`config.mk`:
```
export PLATFORM = sky130hd
export DESIGN_NAME = wvm_ctrl
export DESIGN_NICKNAME = d
export VERILOG_FILES = /design/src/rtl/core/wvm_pkg.sv /design/src/rtl/core/wvm_ctrl.sv
export SDC_FILE = /design/constraint.sdc
export NUM_CORES = 1
export LEC_CHECK = 0
export BUFFER_PORTS_ARGS = -buffer_cell sky130_fd_sc_hd__buf_2
export CAP_MARGIN = 20
export CELL_PAD_IN_SITES_DETAIL_PLACEMENT = 1
export CELL_PAD_IN_SITES_GLOBAL_PLACEMENT = 1
export CORE_UTILIZATION = 31
export CTS_BUF_LIST = sky130_fd_sc_hd__clkbuf_8
export CTS_CLUSTER_SIZE = 24
export DETAILED_ROUTE_END_ITERATION = 16
export PLACE_DENSITY = 0.79
export SKIP_LAST_GASP = 1
export SYNTH_ARGS = -nofsm -noshare
export SYNTH_HDL_FRONTEND = slang
export SYNTH_SLANG_ARGS = --single-unit
```
`constraint.sdc`:
```
create_clock -name clock -period 1.4 [get_ports clock]
set_clock_uncertainty 0.05 [all_clocks]
set_input_delay 0.07 -clock clock [delete_from_list [all_inputs] [get_ports clock]]
set_output_delay 0.07 -clock clock [all_outputs]
set_load 0.005 [all_outputs]
```
`src/rtl/core/wvm_pkg.sv`:
```
// Package for the wavetable voice mixer: sizes, field widths, request codes
// and the command and status structs between controller and datapath.
// No dependencies.
package wvm_pkg;

   // Block sizes (table size is a power of two)
   localparam int NUM_VOICES = 10;
   localparam int TABLE_SIZE = 2048;

   // Request and result field widths
   localparam int MODE_W   = 2;
   localparam int VIDX_W   = 4;
   localparam int STEP_W   = 27;
   localparam int PERIOD_W = 16;
   localparam int TIDX_W   = 11;
   localparam int SAMPLE_W = 16;

   // Derived widths
   localparam int FRAC_W  = 16;
   localparam int VOICE_W = (NUM_VOICES > 1) ? $clog2(NUM_VOICES) : 1;
   localparam int TBL_AW  = $clog2(TABLE_SIZE);

   // Divide by five: floor(x * 52429 / 2^18) is exact for 16-bit x
   localparam int DIV5_MUL   = 52429;
   localparam int DIV5_SHIFT = 18;
   localparam int VOICE_MAX  = 32768 / 5;
   localparam int QUO_W      = $clog2(VOICE_MAX + 1);
   localparam int SUM_RAW_W  = $clog2(NUM_VOICES * (VOICE_MAX + 1)) + 1;
   localparam int SUM_W      = (SUM_RAW_W > SAMPLE_W + 1) ? SUM_RAW_W : SAMPLE_W + 1;

   // Request codes
   localparam logic [MODE_W-1:0] MODE_TICK        = 2'd0;
   localparam logic [MODE_W-1:0] MODE_SET_VOICE   = 2'd1;
   localparam logic [MODE_W-1:0] MODE_WRITE_TABLE = 2'd2;

   // Controller to datapath commands
   typedef struct packed {
      logic               clear_sum;
      logic               issue;
      logic [VOICE_W-1:0] voice;
      logic               set_voice;
      logic               write_table;
      logic               load_out;
   } cmd_type;

   // Datapath to controller status
   typedef struct packed {
      logic pipe_busy;
   } status_type;

endpackage

```
`src/rtl/core/wvm_ctrl.sv`:
```
// Controller of the wavetable voice mixer: request handshake, voice sweep
// and result handshake. Depends on wvm_pkg.
module wvm_ctrl (
   input  logic                            clock,
   input  logic                            reset,
   input  logic                            req_valid,
   input  logic [wvm_pkg::MODE_W-1:0]      req_mode,
   output logic                            req_ready,
   output logic                            rsp_valid,
   input  logic                            rsp_ready,
   input  wvm_pkg::status_type             status,
   output wvm_pkg::cmd_type                cmd
);

   localparam int VOICE_W = wvm_pkg::VOICE_W;

   typedef enum logic [2:0] {
      ST_IDLE  = 3'b001,
      ST_SCAN  = 3'b010,
      ST_DRAIN = 3'b100
   } state_type;

   state_type          state_ff, state_in;
   logic [VOICE_W-1:0] vcnt_ff, vcnt_in;
   logic               rsp_valid_ff, rsp_valid_in;
   logic               accept;

   assign req_ready = (state_ff == ST_IDLE);
   assign rsp_valid = rsp_valid_ff;
   assign accept    = req_valid && req_ready;

   // Decode requests, sweep the voices, hand off the mixed sample
   always_comb begin
      state_in = state_ff;
      vcnt_in  = vcnt_ff;
      cmd      = '0;
      cmd.voice = vcnt_ff;
      unique case (state_ff)
         ST_IDLE: begin
            if (accept) begin
               unique case (req_mode)
                  wvm_pkg::MODE_TICK: begin
                     cmd.clear_sum = 1'b1;
                     vcnt_in       = '0;
                     state_in      = ST_SCAN;
                  end
                  wvm_pkg::MODE_SET_VOICE:   cmd.set_voice   = 1'b1;
                  wvm_pkg::MODE_WRITE_TABLE: cmd.write_table = 1'b1;
                  default: ;
               endcase
            end
         end
         ST_SCAN: begin
            cmd.issue = 1'b1;
            if (vcnt_ff == VOICE_W'(wvm_pkg::NUM_VOICES - 1)) begin
               state_in = ST_DRAIN;
            end else begin
               vcnt_in = vcnt_ff + 1'b1;
            end
         end
         ST_DRAIN: begin
            if (!status.pipe_busy && (!rsp_valid_ff || rsp_ready)) begin
               cmd.load_out = 1'b1;
               state_in     = ST_IDLE;
            end
         end
         default: state_in = ST_IDLE;
      endcase
   end

   // Hold the result until the sink takes it
   assign rsp_valid_in = cmd.load_out || (rsp_valid_ff && !rsp_ready);

   always_ff @(posedge clock) begin
      if (reset) begin
         state_ff     <= ST_IDLE;
         vcnt_ff      <= '0;
         rsp_valid_ff <= 1'b0;
      end else begin
         state_ff     <= state_in;
         vcnt_ff      <= vcnt_in;
         rsp_valid_ff <= rsp_valid_in;
      end
   end

endmodule

```
==> results.sh <==
export IMPL_synth_area_per_cell_um2=8.61
export IMPL_synth_edf_count=0
export IMPL_grt_pass1_vias=558
export IMPL_ios=18
export IMPL_final_fill_count=161
export IMPL_r2r_cells=6
export IMPL_vias=538
export IMPL_initialDrtViolationCount=3
export IMPL_path_delay_family="simple AND/OR/NAND/NOR gates"
export IMPL_yosysMostFrequentCell="dfxtp_1"
export IMPL_die_w_um=40.0
export IMPL_dieArea_um2=1600
export IMPL_cp_arrival_ns=1.47
export IMPL_ff2ff_setup_slack_ns=-0.12
export IMPL_slew_viol_final=0
export IMPL_grt_pass1_wl_um=2500
export IMPL_max_cap_violations=0
export IMPL_max_slew_margin_pct=78.6
export IMPL_yosys_register_bits=8
export IMPL_hold_buffers=0
export IMPL_root_buffer="clkbuf_8"
export IMPL_yosysTopAreaCellShare_pct=35.8
export IMPL_cp_cell_sequence="or3b_4 > buf_6 > buf_6 > nor3_2 > buf_2"
export IMPL_critPathBufInv=3
export IMPL_yosysTopAreaCell="dfxtp_1"
export IMPL_cts_buffers=3
export IMPL_rsz0062_at_grt="yes"
export IMPL_portBuffers=17
export IMPL_status="complete, but fails checks"
export IMPL_power_density_nw_per_um2=757
export IMPL_rows=13
export IMPL_post_route_period_util_pct=113
export IMPL_start_util_pct=34.0
export IMPL_drtPass1Iterations=2
export IMPL_die_y_um=40.0
export IMPL_core_um2=1320
export IMPL_hold_violations=0
export IMPL_cts_sinks=8
export IMPL_synth_seq_area_share_pct=35.8
export IMPL_timing_setup_tns_ns=-1.04
export IMPL_hold_class="in2reg"
export IMPL_clock_path_buffers=2
export IMPL_wl_per_cell_um=16.4
export IMPL_cp_endpoint="cmd[2]"
export IMPL_synth_cell_types=27
export IMPL_drive_gt1_share_pct=70.0
export IMPL_synthArstFlopShare_pct=0
export IMPL_cts_tree="yes"
export IMPL_nNetsFinal=101
export IMPL_slowest_delay_ns=0.40
export IMPL_critPathMostFrequentCell="buf_6"
export IMPL_yosysWarningCount=0
export IMPL_h_tree_depth=1
export IMPL_antenna_left=0
export IMPL_post_route_drc_count=0
export IMPL_synthTopCellsByCount="dfxtp_1, inv_1, nor2_1, a21oi_1"
export IMPL_place_hpwl_um=1010
export IMPL_viasPerCell=5.12
export IMPL_diodes=0
export IMPL_setup_viol=9
export IMPL_routed_wl_um=1730
export IMPL_place_congestion=0.707
export IMPL_grt_max_degree=11
export IMPL_path_class="reg2out"
export IMPL_antenna_found_initial=0
export IMPL_r2r_start="state_ff[1]"
export IMPL_path_clk_slew_ns=0.04
export IMPL_clock_latency_ns=0.23
export IMPL_multi_input_area_um2=327
export IMPL_cp_start_kind="flip-flop"
export IMPL_synth_area_leaders="dfxtp_1, ha_1, inv_1"
export IMPL_fmax_mhz=630
export IMPL_syn_area_um2=448
export IMPL_worstReg2RegEnd="state_ff[1]"
export IMPL_setup_slack_ns=-0.188
export IMPL_cp_max_fo=3
export IMPL_holdWs_ns=0.0959
export IMPL_register_area_um2=166
export IMPL_crit_cells=5
export IMPL_synthToLayoutAreaGrowth_pct=88.8
export IMPL_endpoint_kind="output pin"
export IMPL_grt_overflow_total=0
export IMPL_worst_ep_required_time_ns=1.28
export IMPL_grt_usage_pct=23.4
export IMPL_worst_slew_pin_slew_ns=0.317
export IMPL_syn_num_nets=61
export IMPL_postSynthCellCount=52
export IMPL_crit_path_start="state_ff[1]"
export IMPL_slowest_stage="or3b_4"
export IMPL_peakVddDrop_mv=0.552
export IMPL_period_minus_slack_ns=1.59
export IMPL_p_leak_nw=0.402
export IMPL_violations="setup timing"
export IMPL_synth_ff_type="dfxtp_1"
## how the worst min path moves through the flow
stage | from | to | slack [ns] | cells after the start
2_1_floorplan | status | cmd[0] | 0.12 | 1
3_3_place_gp | reset | vcnt_ff[2] | 0.32 | 2
3_5_place_dp | reset | vcnt_ff[2] | 0.32 | 2
5_1_grt | reset | vcnt_ff[2] | 0.10 | 2
4_1_cts | reset | vcnt_ff[2] | 0.09 | 2
6_report | reset | vcnt_ff[2] | 0.1 | 2
## sequential cells by signal, indices dropped and copies added (netlist names)
signal	flops
vcnt_ff	4
state_ff	3
rsp_valid	1
## metal layers
layer	vias up	wire length, um	global-route usage (%)
met5	-	0	0
met4	0	47	4.31
met3	6	59	4.44
met2	15	880	45.2
met1	254	737	26.2
li1	263	-	-
## final cells by class
cell class	instances	area share, %
well taps	15	2.22
inverters	5	2.51
clock buffers	3	4.88
multi-input cells	37	38.6
repair buffers	37	32.1
flip-flops and latches	8	19.7
## what timing repair did
action,4_1_cts,5_1_grt
pin swaps,5,2
setup endpoints to repair,12,11
resized for setup,14,20
buffers inserted,3,3
## layout by cell type, fill, tap and decap left out, drive strengths merged, types with 2 or more instances in the layout
| cell | count |
|---|---|
| a21oi | 3 |
| and3b | 2 |
| buf | 37 |
| clkbuf | 3 |
| dfxtp | 8 |
| ha | 2 |
| inv | 5 |
| nand2 | 2 |
| nand2b | 2 |
| nor2 | 5 |
| nor3b | 2 |
| o21ai | 2 |
| or3b | 3 |
| or4 | 2 |
## power by group
part / internal (mW) / total, mW / switching (mW)
sequential: 0.233 / 0.236 / 0.00292
clock: 0.187 / 0.284 / 0.0967
combinational: 0.0682 / 0.121 / 0.0530
total: 0.488 / 0.640 / 0.153
## stage by stage
stage               utilization, %  instances  power, mW  setup WS, ns  area [um2]
finish                        64.2        105      0.640        -0.188         846
global route                  64.2        105      0.667        -0.255         846
CTS                           57.6        103      0.617        -0.114         759
detailed placement            50.2         98      0.309       -0.0908         662
global placement              50.2         98      0.305       -0.0613         662
floorplan                        -         52      0.267      -0.00388         449
## logic make-up after synthesis
group | Yosys count | synth area share, %
xor+xnor | 1 | 1.96
fa+ha+maj | 2 | 5.59
buf+inv | 7 | 6.70
flops | 8 | 35.8
simple gates | 23 | 33.5
compound gates | 11 | 16.5
## worst reg2reg max path, cell delays in order, from the launching register on
cell and delay [ns]:
dfxtp_2 0.32, or3b_4 0.40, buf_4 0.14, buf_6 0.11
o22ai_4 0.16, buf_6 0.13, and3b_1 0.13
No activity file was read; power rests on OpenSTA's default activity.
